### config.mk
export PLATFORM = sky130hd
export DESIGN_NAME = weqs_ring_table
export DESIGN_NICKNAME = d
export VERILOG_FILES = /design/src/rtl/weqs_pkg.sv /design/src/rtl/weqs_ring_table.sv
export SDC_FILE = /design/constraint.sdc
export NUM_CORES = 1
export LEC_CHECK = 0
export BUFFER_PORTS_ARGS = -buffer_cell sky130_fd_sc_hd__buf_4
export CORE_MARGIN = 3
export CORE_UTILIZATION = 35
export DETAILED_ROUTE_END_ITERATION = 10
export MAX_ROUTING_LAYER = met4
export SYNTH_ARGS = -nofsm -noshare
export SYNTH_HDL_FRONTEND = slang
export SYNTH_SLANG_ARGS = --single-unit
### constraint.sdc
create_clock -name i_clk -period 4.59 [get_ports i_clk]
set_input_delay 0.459 -clock i_clk [delete_from_list [all_inputs] [get_ports i_clk]]
set_output_delay 0.459 -clock i_clk [all_outputs]
set_load 0.1 [all_outputs]
### src/rtl/weqs_pkg.sv
// Shared types, constants and address helpers for the weighted event queue scheduler.
// Used by every module of the block; depends on nothing.
`timescale 1ns / 1ps

package weqs_pkg;

    localparam int FLOW_SLOTS  = 16;
    localparam int QUEUE_DEPTH = 16;
    localparam int NUM_KINDS   = 3;

    localparam int FLOW_W   = $clog2(FLOW_SLOTS);
    localparam int QIDX_W   = $clog2(QUEUE_DEPTH);
    localparam int KIND_W   = 2;
    localparam int WEIGHT_W = 4;
    localparam int PROD_W   = WEIGHT_W + QIDX_W;
    localparam int TYPE_W   = 8;
    localparam int VALUE_W  = 32;
    localparam int EVENT_W  = TYPE_W + VALUE_W;
    localparam int OP_W     = 3;
    localparam int STATUS_W = 2;
    localparam int CFG_AW   = 2;

    localparam int EV_DEPTH = FLOW_SLOTS * NUM_KINDS * QUEUE_DEPTH;
    localparam int EV_AW    = $clog2(EV_DEPTH);
    localparam int MARKS    = FLOW_SLOTS * QUEUE_DEPTH;
    localparam int MARK_W   = FLOW_W + QIDX_W;

    localparam logic [QIDX_W-1:0] FULL_COUNT = QIDX_W'(QUEUE_DEPTH - 1);

    localparam logic [OP_W-1:0] OP_ENQ_PROG  = 3'd0;
    localparam logic [OP_W-1:0] OP_ENQ_TIMER = 3'd1;
    localparam logic [OP_W-1:0] OP_WR_APP    = 3'd2;
    localparam logic [OP_W-1:0] OP_SET_TAIL  = 3'd3;
    localparam logic [OP_W-1:0] OP_SCHED     = 3'd4;

    localparam logic [STATUS_W-1:0] ST_DONE    = 2'd0;
    localparam logic [STATUS_W-1:0] ST_FULL    = 2'd1;
    localparam logic [STATUS_W-1:0] ST_EMPTY   = 2'd2;
    localparam logic [STATUS_W-1:0] ST_TIM_INV = 2'd3;

    localparam logic [KIND_W-1:0] KIND_APP   = 2'd0;
    localparam logic [KIND_W-1:0] KIND_TIMER = 2'd1;
    localparam logic [KIND_W-1:0] KIND_PROG  = 2'd2;
    localparam logic [KIND_W-1:0] KIND_NONE  = 2'd3;

    localparam logic [CFG_AW-1:0] CFG_APP_WEIGHT   = 2'd0;
    localparam logic [CFG_AW-1:0] CFG_TIMER_WEIGHT = 2'd1;
    localparam logic [CFG_AW-1:0] CFG_PROG_WEIGHT  = 2'd2;

    localparam logic [WEIGHT_W-1:0] APP_WEIGHT_RST   = 4'd1;
    localparam logic [WEIGHT_W-1:0] TIMER_WEIGHT_RST = 4'd3;
    localparam logic [WEIGHT_W-1:0] PROG_WEIGHT_RST  = 4'd2;

    typedef struct packed {
        logic [QIDX_W-1:0] head;
        logic [QIDX_W-1:0] tail;
        logic [QIDX_W-1:0] count;
    } t_ring;

    typedef t_ring [NUM_KINDS-1:0] t_ring_row;

    typedef struct packed {
        logic              none;
        logic [KIND_W-1:0] kind;
    } t_pick;

    function automatic logic [QIDX_W-1:0] next_pos(input logic [QIDX_W-1:0] p);
        return (p == FULL_COUNT) ? '0 : p + QIDX_W'(1);
    endfunction

    function automatic logic [EV_AW-1:0] ev_addr(input logic [FLOW_W-1:0] flow,
                                                 input logic [KIND_W-1:0] kind,
                                                 input logic [QIDX_W-1:0] pos);
        logic [EV_AW-1:0] ring;
        ring = EV_AW'(flow) * EV_AW'(NUM_KINDS) + EV_AW'(kind);
        return EV_AW'(ring * EV_AW'(QUEUE_DEPTH)) + EV_AW'(pos);
    endfunction

endpackage

### src/rtl/weqs_ring_table.sv
// Ring control memory: head, tail and count of all three rings of one flow per row.
// Row valid flops make unwritten rows read as zero. Depends on weqs_pkg.
`timescale 1ns / 1ps

module weqs_ring_table (
    input  logic                           i_clk,
    input  logic                           i_rst_n,
    input  logic                           i_rd_en,
    input  logic [weqs_pkg::FLOW_W-1:0]    i_rd_addr,
    output weqs_pkg::t_ring_row            o_rd_row,
    input  logic                           i_wr_en,
    input  logic [weqs_pkg::FLOW_W-1:0]    i_wr_addr,
    input  weqs_pkg::t_ring_row            i_wr_row
);

    weqs_pkg::t_ring_row               mem [weqs_pkg::FLOW_SLOTS];
    logic [weqs_pkg::FLOW_SLOTS-1:0]   r_row_ok;
    weqs_pkg::t_ring_row               r_rd_data;
    logic                              r_rd_ok;

    always_ff @(posedge i_clk) begin
        if (i_wr_en) begin
            mem[i_wr_addr] <= i_wr_row;
        end
        if (i_rd_en) begin
            r_rd_data <= mem[i_rd_addr];
        end
    end

    always_ff @(posedge i_clk) begin
        if (!i_rst_n) begin
            r_row_ok <= '0;
            r_rd_ok  <= 1'b0;
        end else begin
            if (i_wr_en) begin
                r_row_ok[i_wr_addr] <= 1'b1;
            end
            if (i_rd_en) begin
                r_rd_ok <= r_row_ok[i_rd_addr];
            end
        end
    end

    assign o_rd_row = r_rd_ok ? r_rd_data : '0;

endmodule

==> summary.txt <==
Status
  – Status: finished, final reports clean

Timing
  – Hold Violations, Final: 0
  – Tcrit/Tclk final: 56.9%
  – Fmax: 383 MHz
  – Worst-margin pin slew: 1090 ps
  – Relative slew slack: 27.5%
  – RSZ-0062 raised after global routing: no
  – # setup viols final: 0
  – Max Slew Vio Count: 0
  – Min Tclk post-route: 2610 ps
  – Setup TNS: 0 ps
  – Layout Skew: 12.3 ps

Synthesis
  – XOR/XNOR share of the synthesized area: 0%
  – #FFs+latches synth: 629
  – Compound-Gate Fraction of Synth Area: 0.647%
  – Largest family of logic cells by synthesized area: multiplexers
  – Post-synth ARST share: 0%
  – Synth Area in Adders: 0%
  – Register area share after synthesis: 78.7%
  – Area leader, netlist: edfxtp_1
  – Post-synth EDFFs: 612
  – Mux cell area share after synthesis: 17.7%
  – Most used DFF post-synth: edfxtp_1
  – Syn_area_per_cell: 25.1 um^2
  – Unique masters post-synth: 24
  – Simple-gate share of the synthesized area: 1.54%
  – Syn Nets: 996
  – Most frequent cell after synthesis: edfxtp_1
  – Post-synth top cells: edfxtp_1 (612), mux4_2 (164), and2_1 (36)
  – Yosys top cell area share: 77.3%
  – Synthesized instance count: 948
  – Synth area leaders: edfxtp_1 (77%), mux4_2 (16%), mux4_1 (2.0%)
  – Post-Syn Area: 0.0238 mm^2
  – Warnings from Yosys: 0

Global routing
  – First-pass GRT wire length: 76400 um
  – Vias in the first global route: 11000
  – Initial antenna violation count: 1
  – Tot GR Track Use: 15.2%
  – Largest net degree at the start of global routing: 86
  – Overflow after GRT: 0

CTS
  – CTS tree: built
  – Post-CTS Setup Inserts: 0
  – Clock net sink count: 629
  – Skew-Pair Late Insertion Delay: 600 ps
  – Post-cts sizing count: 0
  – CTS H-Tree Depth: 2
  – Clock slew at reported path FFs: 60 ps
  – CTS hold repair buffers: 0
  – Clock Path Buffers: 3
  – Clk root buf: clkbuf_16
  – Num CTS Buffers: 61

Pwr
  – VDD IR max: 0.258 mV
  – Pwr Density: 434 mW/mm^2
  – Static Leakage: 8.66 nW
  – Reg power frac: 54.5%
  – Sw Pwr: 2.44 mW
  – Combinational share of power: 5.4%
  – Sw frac: 20.5%
  – P_int: 9.46 mW
  – Clk network pwr share: 40.1%

Cells and area
  – Share of layout cells above drive strength 1: 33.6%
  – Fill count: 5733
  – Final #Nets: 1120
  – Area delta synth->final: 15.2%
  – Layout Utilization: 41.2%

Place
  – GP Congestion: 0.705
  – Port bufs: 83
  – Post-DP HPWL: 26200 um

Worst setup path
  – Setup crit end kind: output pin
  – R2r setup slk: 2870 ps
  – CP required: 4130 ps
  – Crit Path Category: flop to output pin
  – Crit Path Max Fanout: 37
  – R2R depth: 2
  – Arrival time worst endpoint: 2150 ps
  – FF-to-FF End: r_rd_data[16]
  – Reg2reg start: mem[9][16]
  – Startpoint types: flop

Drt
  – WL per Instance: 25.8 um
  – DRC: 0
  – Vias/cell: 5.20
  – Post-route ant nets: 0
  – First-pass iteration count of the detailed router: 6
  – Iter 0 DRT Violations: 955
  – Drt total wl: 51200 um
  – Total number of vias: 10300

Floorplanning
  – Die area: 0.0711 mm^2
  – Initial core utilization: 35.7%
  – Die height: 267 um
  – Die Width: 267 um
  – Core box area: 0.0666 mm^2
  – Top Ports: 84
  – Row count: 94

Worst hold path
  – Hold Path Depth: 1
  – Worst Hold End: mem[5][11]
  – Hold Startpoint: i_wr_row[11]
  – Worst Hold Class: input pin to flop

Flow run
  – # Max-Cap Violations: 0
==> power groups by stage <==
stage          combinational (mW)  clock [mW]  sequential (mW)
2_1_floorplan               0.430           0             6.59
3_3_place_gp                0.644           0             6.61
3_5_place_dp                0.657           0             6.61
4_1_cts                     0.658        4.89             6.49
5_1_grt                     0.688        5.13             6.50
6_report                    0.643        4.77             6.49
==> state kept, by name (all words and copies together), names as in the netlist <==
name and count:
mem 576, r_rd_data 36, r_rd_ok 1, r_row_ok 16
==> cells in the final DEF (no fill, tap or decap) <==
master	n
edfxtp_1	612
o211ai_1	1
a221oi_1	2
clkbuf_8	6
inv_1	1
nand3b_1	3
bufinv_16	4
dfxtp_2	1
clkinvlp_4	2
mux4_2	164
nand2b_1	2
buf_6	1
diode_2	1
mux2i_1	4
nor2_1	2
clkbuf_16	61
clkinv_4	1
buf_4	103
clkinv_2	12
and2_1	36
nor2b_1	1
nand3_1	2
nand2_1	2
or3b_2	1
buf_12	3
clkbuf_1	15
mux4_1	18
nor2_4	12
dfxtp_1	16
nor3_2	4
clkinv_1	10
buf_8	1
a32oi_1	1
o21a_1	16
==> layout make-up <==
class	count	area (um^2)	area share, %
flip-flops and latches	629	18700	68.3
multi-input cells	271	4840	17.6
clock buffers	82	1670	6.08
well taps	864	1080	3.94
repair buffers	108	860	3.14
clock inverters	29	241	0.881
inverters	1	3.75	0.0137
diodes	1	2.50	0.00913
==> worst max path at each step <==
stage	start	end	slack (ps)
2_1_floorplan	i_wr_addr[2]	mem[0][0]	620
3_3_place_gp	i_rd_addr[0]	r_rd_data[23]	1750
3_5_place_dp	i_rd_addr[0]	r_rd_data[20]	1720
4_1_cts	r_rd_ok	o_rd_row[5]	1820
5_1_grt	r_rd_ok	o_rd_row[17]	1780
6_report	r_rd_ok	o_rd_row[9]	1980
==> critical path, cell delays in order (launching register included) <==
cell	delay, ps
dfxtp_2	920
and2_1	320
buf_4	320
==> kinds of logic (layout without fill, tap and decap cells) <==
family                 Yosys count  count (layout)
multiplexers                   186             186
AND/OR/NAND/NOR                 65              65
flip-flops                     629             629
other                            0               1
buffers and inverters           48             220
AO/OA/AOI/OAI                   20              20
==> layer usage <==
metal	vias to the layer above	global-route usage (%)	part of all wire (%)
li1	4344	-	-
met5	-	-	0
met2	260	25.3	51
met1	5650	19.8	42
met4	0	3.56	1.8
met3	72	2.29	4.9
==> metrics by stage <==
stage / setup slack (ps) / hold slack, ps / instances / total power [mW] / cell area, um^2
floorplan: 617 / 435 / 948 / 7.02 / 23800
global placement: 1750 / 442 / 1873 / 7.25 / 25500
detailed placement: 1720 / 453 / 1873 / 7.27 / 25500
CTS: 1820 / 123 / 1984 / 12.0 / 27400
global route: 1780 / 146 / 1984 / 12.3 / 27400
finish: 1980 / 158 / 1985 / 11.9 / 27400
(Power assumes the default switching activity.)
