--- src/rtl/weqs_pkg.sv ---
// Shared types, constants and address helpers for the weighted event queue scheduler.
// Used by every module of the block; depends on nothing.
`timescale 1ns / 1ps

package weqs_pkg;

    localparam int FLOW_SLOTS  = 16;
    localparam int QUEUE_DEPTH = 16;
    localparam int NUM_KINDS   = 3;

    localparam int FLOW_W   = $clog2(FLOW_SLOTS);
    localparam int QIDX_W   = $clog2(QUEUE_DEPTH);
    localparam int KIND_W   = 2;
    localparam int WEIGHT_W = 4;
    localparam int PROD_W   = WEIGHT_W + QIDX_W;
    localparam int TYPE_W   = 8;
    localparam int VALUE_W  = 32;
    localparam int EVENT_W  = TYPE_W + VALUE_W;
    localparam int OP_W     = 3;
    localparam int STATUS_W = 2;
    localparam int CFG_AW   = 2;

    localparam int EV_DEPTH = FLOW_SLOTS * NUM_KINDS * QUEUE_DEPTH;
    localparam int EV_AW    = $clog2(EV_DEPTH);
    localparam int MARKS    = FLOW_SLOTS * QUEUE_DEPTH;
    localparam int MARK_W   = FLOW_W + QIDX_W;

    localparam logic [QIDX_W-1:0] FULL_COUNT = QIDX_W'(QUEUE_DEPTH - 1);

    localparam logic [OP_W-1:0] OP_ENQ_PROG  = 3'd0;
    localparam logic [OP_W-1:0] OP_ENQ_TIMER = 3'd1;
    localparam logic [OP_W-1:0] OP_WR_APP    = 3'd2;
    localparam logic [OP_W-1:0] OP_SET_TAIL  = 3'd3;
    localparam logic [OP_W-1:0] OP_SCHED     = 3'd4;

    localparam logic [STATUS_W-1:0] ST_DONE    = 2'd0;
    localparam logic [STATUS_W-1:0] ST_FULL    = 2'd1;
    localparam logic [STATUS_W-1:0] ST_EMPTY   = 2'd2;
    localparam logic [STATUS_W-1:0] ST_TIM_INV = 2'd3;

    localparam logic [KIND_W-1:0] KIND_APP   = 2'd0;
    localparam logic [KIND_W-1:0] KIND_TIMER = 2'd1;
    localparam logic [KIND_W-1:0] KIND_PROG  = 2'd2;
    localparam logic [KIND_W-1:0] KIND_NONE  = 2'd3;

    localparam logic [CFG_AW-1:0] CFG_APP_WEIGHT   = 2'd0;
    localparam logic [CFG_AW-1:0] CFG_TIMER_WEIGHT = 2'd1;
    localparam logic [CFG_AW-1:0] CFG_PROG_WEIGHT  = 2'd2;

    localparam logic [WEIGHT_W-1:0] APP_WEIGHT_RST   = 4'd1;
    localparam logic [WEIGHT_W-1:0] TIMER_WEIGHT_RST = 4'd3;
    localparam logic [WEIGHT_W-1:0] PROG_WEIGHT_RST  = 4'd2;

    typedef struct packed {
        logic [QIDX_W-1:0] head;
        logic [QIDX_W-1:0] tail;
        logic [QIDX_W-1:0] count;
    } t_ring;

    typedef t_ring [NUM_KINDS-1:0] t_ring_row;

    typedef struct packed {
        logic              none;
        logic [KIND_W-1:0] kind;
    } t_pick;

    function automatic logic [QIDX_W-1:0] next_pos(input logic [QIDX_W-1:0] p);
        return (p == FULL_COUNT) ? '0 : p + QIDX_W'(1);
    endfunction

    function automatic logic [EV_AW-1:0] ev_addr(input logic [FLOW_W-1:0] flow,
                                                 input logic [KIND_W-1:0] kind,
                                                 input logic [QIDX_W-1:0] pos);
        logic [EV_AW-1:0] ring;
        ring = EV_AW'(flow) * EV_AW'(NUM_KINDS) + EV_AW'(kind);
        return EV_AW'(ring * EV_AW'(QUEUE_DEPTH)) + EV_AW'(pos);
    endfunction

endpackage

--- src/rtl/weqs_pick.sv ---
// Weighted pick: scale each ring count by its weight and choose the strictly largest.
// Ties go to the lower kind; all-zero reports none. Depends on weqs_pkg.
`timescale 1ns / 1ps

module weqs_pick (
    input  weqs_pkg::t_ring_row              i_row,
    input  logic [weqs_pkg::WEIGHT_W-1:0]    i_app_w,
    input  logic [weqs_pkg::WEIGHT_W-1:0]    i_tim_w,
    input  logic [weqs_pkg::WEIGHT_W-1:0]    i_prg_w,
    output weqs_pkg::t_pick                  o_pick
);

    logic [weqs_pkg::PROD_W-1:0] w_app;
    logic [weqs_pkg::PROD_W-1:0] w_tim;
    logic [weqs_pkg::PROD_W-1:0] w_prg;
    logic [weqs_pkg::PROD_W-1:0] best;

    assign w_app = weqs_pkg::PROD_W'(i_app_w) * weqs_pkg::PROD_W'(i_row[weqs_pkg::KIND_APP].count);
    assign w_tim = weqs_pkg::PROD_W'(i_tim_w) *
                   weqs_pkg::PROD_W'(i_row[weqs_pkg::KIND_TIMER].count);
    assign w_prg = weqs_pkg::PROD_W'(i_prg_w) *
                   weqs_pkg::PROD_W'(i_row[weqs_pkg::KIND_PROG].count);

    always_comb begin
        best        = w_app;
        o_pick.none = 1'b0;
        o_pick.kind = weqs_pkg::KIND_APP;
        if (w_tim > best) begin
            best        = w_tim;
            o_pick.kind = weqs_pkg::KIND_TIMER;
        end
        if (w_prg > best) begin
            best        = w_prg;
            o_pick.kind = weqs_pkg::KIND_PROG;
        end
        if (best == '0) begin
            o_pick.none = 1'b1;
            o_pick.kind = weqs_pkg::KIND_NONE;
        end
    end

endmodule

--- config.mk ---
export PLATFORM = sky130hd
export DESIGN_NAME = weqs_pick
export DESIGN_NICKNAME = d
export VERILOG_FILES = /design/src/rtl/weqs_pkg.sv /design/src/rtl/weqs_pick.sv
export SDC_FILE = /design/constraint.sdc
export NUM_CORES = 1
export LEC_CHECK = 0
export ABC_CLOCK_PERIOD_IN_PS = 4200
export BUFFER_PORTS_ARGS = -buffer_cell sky130_fd_sc_hd__clkbuf_2
export CELL_PAD_IN_SITES_DETAIL_PLACEMENT = 0
export CELL_PAD_IN_SITES_GLOBAL_PLACEMENT = 1
export CORE_ASPECT_RATIO = 1.25
export CORE_UTILIZATION = 37
export DETAILED_ROUTE_END_ITERATION = 8
export MAX_ROUTING_LAYER = met4
export PLACE_DENSITY_LB_ADDON = 0.1
export SYNTH_ARGS = -nofsm -noshare
export SYNTH_HDL_FRONTEND = slang
export SYNTH_SLANG_ARGS = --single-unit
--- constraint.sdc ---
create_clock -name vclk -period 4.2
set_input_delay 0 -clock vclk [all_inputs]
set_output_delay 0 -clock vclk [all_outputs]
set_load 0.01 [all_outputs]
==> flow_summary_export.csv, run 1 <==
group,metric,value,unit
run_status,status,"finished, violations left",
run_status,violations,"negative setup slack",
synth,synthesis.area,1840,um2
sta,relSlewSlack,75.8,%
hold_path,hold_class,"in -> out",
pwr,power-per-cell-area,312,nW/um2
pwr,ir_drop,0.128,mV
route,wl_per_cell,12.5,um
sta,max_freq,221,MHz
cells_and_area,multiInputGateArea,1970,um2
sta,setup_ws,-328,ps
floorplanning,ioPinCount,51,
floorplanning,die_h,80.9,um
floorplanning,floorplan.die_area,5270,um2
grt,grt_pass1_vias,1852,
setup_path,crit_path_max_fanout,6,
synth,yosys_warnings,0,
setup_path,required,4200,ps
route,drt_iter0_drc,34,
cells_and_area,final_cell_mix,"51 x buf_4, 48 x ha_1, 32 x and2_1, 25 x inv_1, 17 x clkbuf_2",
route,drt_pass1_iterations,4,
sta,worstMarginPinSlew,361,ps
cells_and_area,drive_gt1_share,40.3,%
cells_and_area,clock_buffers,0,
place,io_buffers,27,
cells_and_area,final_cells,368,
grt,grt_pass1_wl,7640,um
synth,syn_area_per_cell,7.98,um2
synth,synth_cells,231,
cells_and_area,nNetsFinal,422,
sta,drv_slew,0,
grt,gr-total-overflow,0,
synth,yosysSeqAreaShare,0,%
floorplanning,start_util,38.7,%
cells_and_area,syn_to_final_growth,47.4,%
run,cap_violations,0,
route,vias_per_cell,4.88,
sta,finalSetupViolCount,3,
sta,rsz0062_at_grt,"yes",
cells_and_area,final_common_cell,"buf_4",
synth,yosys.cell_types.count,29,
synth,syn_nets,343,
grt,grt_max_degree,7,
route,wirelength,4580,um
cells_and_area,area.sequential,0,um2
setup_path,start_kind,"primary input",
place,dp.cells,356,
route,num_vias,1795,
setup_path,endpoint_kind,"output pin",
place,place_hpwl,3910,um
floorplanning,die-width,65.1,um
cells_and_area,nFlopsAndLatches,0,
route,drc_errors,0,
floorplanning,coreArea,4760,um2
grt,antenna_found_initial,0,
pwr,p_leak,1.43,nW
sta,hold_viol_final,0,
cells_and_area,fillerInstances,478,
setup_path,critical_path_class,"in -> out",
place,routabilityCongestion,0.820,
route,detail-route-antenna-nets,0,
sta,timing.final.crit_share,108,%
setup_path,cp.arrival,4530,ps
grt,grt.total_usage,18.7,%
cells_and_area,final_util,57.1,%
sta,fin_crit,4530,ps
floorplanning,num_rows,28,
cells_and_area,diodes,0,
sta,hold_slack,676,ps
==> worst paths after layout <==
path / end / cells past startpoint / from / slack [ps]
worst min-delay path: o_pick[0] / 6 / i_prg_w[0] / 680
worst max-delay path: o_pick[2] / 26 / i_app_w[1] / -330
==> metrics by stage <==
step                      worst slack, ps  TNS [ps]  instance area (um2)  total power [mW]
after floorplan                      9.56         0                 1920             0.470
after global placement               -380     -1020                 2400             0.698
after detailed placement             -414     -1130                 2400             0.702
after CTS                            -270      -694                 2530             0.743
after global routing                 -564     -1580                 2720             0.938
final                                -328      -859                 2720             0.847
==> cells in the mapped netlist <==
library cell  number  share of area (%)
xor2_1             2               0.95
xnor2_1           10                4.7
fa_1              12                 13
and3_1             2               0.68
nand4b_1           3                1.4
or3_1              2               0.68
nand2_1           22                4.5
o41a_1             1               0.61
nand2b_1           2               0.68
a21oi_2            1               0.47
a21oi_1           13                3.5
clkbuf_1           1               0.20
mux2i_1            6                3.3
and2_1            32                 11
a211oi_1           2               0.81
nand3b_1           1               0.41
nand4_1            3                1.0
o22ai_1            2               0.68
o211ai_1           2               0.81
a31oi_1            2               0.68
o21ai_0            8                2.2
nor2b_1            4                1.4
ha_1              52                 35
nand3_1            2               0.54
inv_1             29                5.9
a21o_1             5                2.0
and4_1             1               0.47
nor2_1             7                1.4
o21bai_1           2               0.81
==> worst max-delay path, stage by stage <==
cell and delay [ps]:
buf_2 100, nand2_2 60, fa_1 520, inv_2 40, fa_2 570, ha_4 210, a211oi_2 180, o21bai_1 100
a21oi_2 140, xnor2_1 150, inv_1 100, ha_4 280, nand4_1 170, a21oi_2 210, o22ai_4 120, buf_6 160
nand2_2 50, o21ai_2 50, ha_1 310, inv_1 60, o22ai_2 200, o21ai_2 100, buf_4 130, a21o_1 180
a31oi_2 160, buf_2 150
==> kinds of logic (layout without fill, tap and decap cells) <==
| kind of cell | count (synthesis) | count (layout) | synth area share (%) |
|---|---|---|---|
| fa+ha+maj | 64 | 64 | 48.3 |
| xor+xnor | 12 | 12 | 5.70 |
| compound gates | 38 | 38 | 12.6 |
| buf+inv | 30 | 107 | 6.11 |
| simple gates | 81 | 81 | 24.0 |
| mux | 6 | 6 | 3.26 |
==> per-layer routing <==
layer | track usage, % | part of all wire (%) | vias to the layer above
met3 | 0 | 0.46 | 0
met2 | 41.0 | 60 | 11
li1 | - | - | 951
met1 | 18.8 | 40 | 833
met5 | - | 0 | -
met4 | 0.652 | 0 | 0
==> timing repair <==
item,CTS,global route
endpoints found under the hold margin,0,0
buffers inserted,10,2
endpoints found under the setup margin,3,3
pin swaps,11,26
cloned,0,0
resized for setup,12,43
hold buffers,0,0
==> final cells by class <==
class                      count  share of cell area, %
multi-input combinational    201                   72.4
timing repair buffer          78                   20.8
inverter                      29                   4.00
tap                           60                   2.76
==> where the power goes <==
part	switching, mW	internal, mW
combinational	0.411	0.436
sequential	0	0
clock	0	0
(Power assumes the default switching activity.)
==> run 2, diff against run 1 <==
--- a/config.mk
+++ b/config.mk
@@ -7,2 +7,3 @@
 export LEC_CHECK = 0
+export ABC_AREA = 1
 export ABC_CLOCK_PERIOD_IN_PS = 4200
@@ -12,3 +13,3 @@
 export CORE_ASPECT_RATIO = 1.25
-export CORE_UTILIZATION = 37
+export CORE_UTILIZATION = 36
 export DETAILED_ROUTE_END_ITERATION = 8
==> constraint.sdc (replaced) <==
create_clock -name vclk -period 4.2
set_input_delay 0 -clock vclk [all_inputs]
set_output_delay 0 -clock vclk [all_outputs]
set_load 0.02 [all_outputs]
==> run 2 against run 1 <==
Net effect:
- the run still ends with negative setup slack left
- setup slack improved by 120 ps
- synthesized cell count rose by 34%
- largest cell class unchanged
- count of clock-buffer cells in the layout unchanged
- critical path type unchanged
- critical endpoint is now o_pick[0]
- global-route usage decreased by 0.81 points
- largest power group unchanged
- combinational power up 20%
==> flow_summary_export.csv, run 2 <==
group,metric,value,unit
run_status,status,"finished, violations left",
run_status,violations,"negative setup slack",
sta,max_freq,227,MHz
run,cap_violations,0,
route,drt_iter0_drc,29,
setup_path,crit_path_max_fanout,4,
synth,synthesis.area,2020,um2
cells_and_area,diodes,0,
route,num_vias,2051,
place,place_hpwl,4130,um
floorplanning,die_h,85.7,um
grt,grt_pass1_wl,8260,um
synth,synthTopCellsByCount,"92 x nand2_1, 77 x inv_1, 52 x ha_1, 14 x a21oi_1, 14 x nand3_1",
grt,grt.total_usage,17.9,%
place,postPlaceCellArea,2530,um2
synth,netlist.area_leader.share,32.3,%
floorplanning,floorplan.die_area,5900,um2
cells_and_area,final_util,52.4,%
setup_path,critical_path_class,"in -> out",
cells_and_area,final_cell_mix,"80 x nand2_1, 74 x inv_1, 47 x ha_1, 45 x buf_4, 20 x clkbuf_2",
route,drc_errors,0,
synth,yosysTopAreaCell,"ha_1",
floorplanning,die-width,68.9,um
sta,hold_viol_final,0,
place,io_buffers,27,
synth,syn_area_per_cell,6.52,um2
synth,yosysSeqAreaShare,0,%
cells_and_area,clock_buffers,0,
cells_and_area,final_cells,445,
sta,relSlewSlack,79.6,%
grt,antenna_found_initial,0,
sta,setup_ws,-206,ps
sta,worstMarginPinSlew,305,ps
cells_and_area,nNetsFinal,495,
synth,yosys.cell_types.count,27,
hold_path,hold_depth,7,
route,wirelength,4570,um
hold_path,min-delay-start,"i_row[24]",
route,wl_per_cell,10.3,um
hold_path,hold_class,"in -> out",
sta,finalSetupViolCount,3,
floorplanning,coreArea,5410,um2
route,vias_per_cell,4.61,
place,dpl_worst_slack,-538,ps
cells_and_area,syn_to_final_growth,40.4,%
cells_and_area,area.sequential,0,um2
setup_path,required,4200,ps
route,drt_pass1_iterations,4,
cells_and_area,fillerInstances,569,
pwr,power-per-cell-area,361,nW/um2
floorplanning,ioPinCount,51,
setup_path,cp.arrival,4410,ps
place,routabilityCongestion,0.845,
synth,syn_nets,421,
place,dp.cells,440,
cells_and_area,nFlopsAndLatches,0,
setup_path,start_kind,"primary input",
setup_path,endpoint_kind,"output pin",
grt,gr-total-overflow,0,
sta,rsz0062_at_grt,"yes",
cells_and_area,design_area,2830,um2
synth,synth_area_leaders,"ha_1 32%, nand2_1 17%, inv_1 14%",
pwr,ir_drop,0.147,mV
sta,fin_crit,4410,ps
hold_path,hold_path_end,"o_pick[2]",
route,detail-route-antenna-nets,0,
pwr,p_leak,1.82,nW
clock_tree,ctsHoldBuffers,0,
cells_and_area,drive_gt1_share,32.3,%
sta,drv_slew,0,
floorplanning,start_util,37.3,%
grt,grt_pass1_vias,2062,
synth,yosys_warnings,0,
synth,yosysMostFrequentCell,"nand2_1",
grt,grt_max_degree,9,
sta,timing.final.crit_share,105,%
floorplanning,num_rows,30,
cells_and_area,final_common_cell,"nand2_1",
synth,synth_cells,309,
sta,hold_slack,698,ps
-- run 2: changes by cell type after synthesis, sizes merged, moves of 3 or more --
cell / before / now
mux2i: 6 / 0
nand4b: 3 / 0
nand3: 2 / 15
nand2: 22 / 97
nor2b: 4 / 0
nand4: 3 / 6
a21o: 5 / 1
nor2: 7 / 10
xnor2: 10 / 6
inv: 29 / 78
and2: 32 / 1
-- run 2: how the worst max path moves through the flow --
stage	cells past startpoint	endpoint	startpoint	slack, ps
finish	27	o_pick[0]	i_app_w[2]	-210
CTS	29	o_pick[1]	i_row[3]	-140
global placement	27	o_pick[1]	i_app_w[0]	-510
global route	27	o_pick[0]	i_app_w[2]	-520
detailed placement	28	o_pick[1]	i_row[3]	-540
floorplan	25	o_pick[0]	i_app_w[0]	-20
-- run 2: critical path, cell delays in order --
cell and delay (ps):
buf_8 80, nand2_4 40, fa_1 540, inv_2 40
fa_1 570, inv_2 50, fa_2 390, o21ai_4 180
xor2_2 180, inv_2 80, ha_4 280, nand2_4 50
nor2_4 160, nand4_4 140, a21boi_4 190, o21ai_2 160
inv_1 70, ha_1 280, nand2_2 60, o21ai_2 100
nand2_1 50, nand2_1 80, nand2_2 80, nor3_2 200
nand3_2 140, nand3_2 120, buf_8 110
-- run 2: stage by stage --
step                      total power, mW  TNS, ps
after detailed placement            0.799    -1590
after floorplan                     0.528    -26.3
after global placement              0.801    -1500
after global routing                 1.15    -1530
final                                1.02     -587
after CTS                           0.931     -390
-- run 2: kinds of logic after synthesis --
kind of cell               share of synthesized area (%)
xor gates and xnor gates                            3.91
adders and majority gates                           44.2
and+or+nand+nor                                     30.1
AOI/OAI and AO/OA                                   7.26
buffers and inverters                               14.5
-- run 2: per-layer routing --
layer	part of all wire, %	up-vias	GRT usage, %	wire (um)
met2	55	21	34.8	2530
met4	1.8	0	2.41	84
met5	0	-	-	0
met3	1.2	6	0.266	54
met1	42	917	19.9	1900
li1	-	1107	-	-
-- run 2: what timing repair did --
item / 4_1_cts / 5_1_grt
buffers inserted: 4 / 1
resized for setup: 27 / 36
gates cloned: 0 / 0
setup endpoints to repair: 3 / 3
pin swaps: 19 / 26
-- run 2: final cells by class --
cell class	instances	area [um2]	area share (%)
multi-input combinational	231	1920	67.9
inverter	78	293	10.3
tap	64	80.1	2.83
timing repair buffer	72	536	18.9
-- run 2: power breakdown --
group | leakage [nW] | internal, mW | switching (mW)
combinational | 1.82 | 0.497 | 0.526
sequential | 0 | 0 | 0
clock | 0 | 0 | 0
total | 1.82 | 0.497 | 0.526
==> run 3, diff against run 2 <==
Settings changed: ABC_AREA 1 to default, CORE_UTILIZATION 36 to 37.
==> run 3 against run 2 <==
Net effect:
- the run still ends with negative setup slack left
- final cell count is 19% lower
- non-clock buffer count fell by 2
- die area shrank 11%
- combinational power fell by 12%
- critical path depth shrank 4
- sequential share of layout area is the same
- design area shrank 7.2%
- global-route usage decreased by 0.080 points
- flip-flop and latch count unchanged
- core utilization grew 2.7 points
- hold slack improved by 27 ps
- wire length is 7.3% lower
- critical path type unchanged
- critical endpoint unchanged
- highest routed layer unchanged
==> flow_summary_export.csv, run 3 (synthesized netlist as in run 1, its figures left out) <==
group,metric,value,unit
run_status,status,"finished, violations left",
run_status,violations,"negative setup slack",
cells_and_area,area.sequential,0,um2
pwr,seqPwrFrac,0,%
pwr,p_sw,0.429,mW
pwr,p_int,0.468,mW
run,cap_violations,0,
pwr,swShare,47.8,%
sta,relSlewSlack,77.7,%
hold_path,hold_depth,7,
setup_path,path_cells,"clkbuf_16, nand2_8, fa_1, inv_1, fa_1, ha_4, a211oi_2, o21bai_1, a21oi_1, xnor2_1, inv_1, ha_4, nand4_1, o22ai_4, mux2i_2, ha_1, a21o_1, a21o_1, a21oi_2, a21oi_2, o41a_1, a31oi_4, buf_8",
cells_and_area,nFlopsAndLatches,0,
grt,gr-total-overflow,0,
cells_and_area,syn_to_final_growth,42.3,%
grt,grt_pass1_wl,7380,um
floorplanning,die-width,65.1,um
hold_path,hold_class,"in -> out",
floorplanning,num_rows,28,
place,dp.cells,353,
sta,worstMarginPinSlew,332,ps
setup_path,cp.arrival,4540,ps
sta,finalSetupViolCount,3,
setup_path,endpoint_kind,"output pin",
cells_and_area,clock_buffers,0,
route,wl_per_cell,11.8,um
route,num_vias,1776,
cells_and_area,final_cell_mix,"50 x ha_1, 41 x buf_4, 32 x and2_1, 29 x inv_1, 21 x clkbuf_2",
cells_and_area,final_common_cell,"ha_1",
sta,max_freq,220,MHz
place,dpl_worst_slack,-512,ps
clock_tree,ctsHoldBuffers,0,
floorplanning,start_util,38.7,%
pwr,ir_drop,0.168,mV
route,vias_per_cell,4.93,
sta,fin_crit,4540,ps
cells_and_area,diodes,0,
setup_path,critPathMaxStageDelay,540,ps
setup_path,crit_path_max_fanout,5,
place,place_hpwl,3920,um
setup_path,start_kind,"primary input",
pwr,power-per-cell-area,342,nW/um2
setup_path,crit_family,"adder cells",
grt,antenna_found_initial,0,
sta,drv_slew,0,
route,drc_errors,0,
setup_path,crit_slowest_cell,"fa_1",
cells_and_area,nNetsFinal,414,
pwr,power_frac_comb,100.0,%
sta,setup_ws,-340,ps
grt,grt_max_degree,7,
floorplanning,die_h,80.9,um
route,wirelength,4230,um
pwr,p_leak,1.40,nW
setup_path,required,4200,ps
cells_and_area,final_cells,360,
floorplanning,floorplan.die_area,5270,um2
place,postPlaceCellArea,2420,um2
grt,grt.total_usage,17.8,%
sta,rsz0062_at_grt,"yes",
cells_and_area,design_area,2630,um2
sta,finalSetupTns,-976,ps
setup_path,path_buf_inv,4,
grt,grt_pass1_vias,1837,
pwr,pwr-share-clk,0,%
sta,timing.final.crit_share,108,%
sta,hold_viol_final,0,
place,routabilityCongestion,0.865,
route,detail-route-antenna-nets,0,
cells_and_area,drive_gt1_share,32.3,%
setup_path,worst-path-stages,23,
route,drt_iter0_drc,18,
place,io_buffers,27,
setup_path,critical_path_class,"in -> out",
route,drt_pass1_iterations,3,
floorplanning,coreArea,4760,um2
cells_and_area,final_util,55.1,%
floorplanning,ioPinCount,51,
run 3: metrics by stage:
stage / hold slack [ps] / power (mW)
floorplan: 405 / 0.527
global placement: 752 / 0.741
detailed placement: 757 / 0.747
CTS: 757 / 0.834
global route: 790 / 0.985
finish: 725 / 0.897
run 3: power groups by stage:
stage	clock [mW]	sequential, mW	combinational, mW
6_report	0	0	0.897
3_3_place_gp	0	0	0.741
3_5_place_dp	0	0	0.747
5_1_grt	0	0	0.985
2_1_floorplan	0	0	0.527
4_1_cts	0	0	0.834
run 3: worst min-delay path: cells and delay by family:
| kind | cells | cell delay, ps |
|---|---|---|
| buffers and inverters | 2 | 240 |
| AO/OA/AOI/OAI | 1 | 100 |
| AND/OR/NAND/NOR | 4 | 400 |
run 3: area by class of cell:
| type | instances | area [um2] |
|---|---|---|
| Inverter | 29 | 109 |
| Tap cell | 60 | 75.1 |
| Multi-Input combinational cell | 201 | 1910 |
| Fill cell | 481 | 2140 |
| Timing Repair Buffer | 70 | 531 |
run 3: timing repair:
action	in CTS	in global routing
pin swaps	6	2
setup buffers	7	0
resized for setup	20	15
setup endpoints to repair	3	3
run 3: worst paths after layout:
kind	from	endpoint
worst min-delay path	i_row[0]	o_pick[0]
worst max-delay path	i_app_w[2]	o_pick[0]
run 3: routing by layer:
| metal | track usage (%) | vias up | share of wire, % |
|---|---|---|---|
| li1 | - | 932 | - |
| met3 | 0.140 | 4 | 0.73 |
| met5 | - | - | 0 |
| met4 | 2.17 | 0 | 0.95 |
| met2 | 37.4 | 14 | 58 |
| met1 | 18.6 | 826 | 41 |
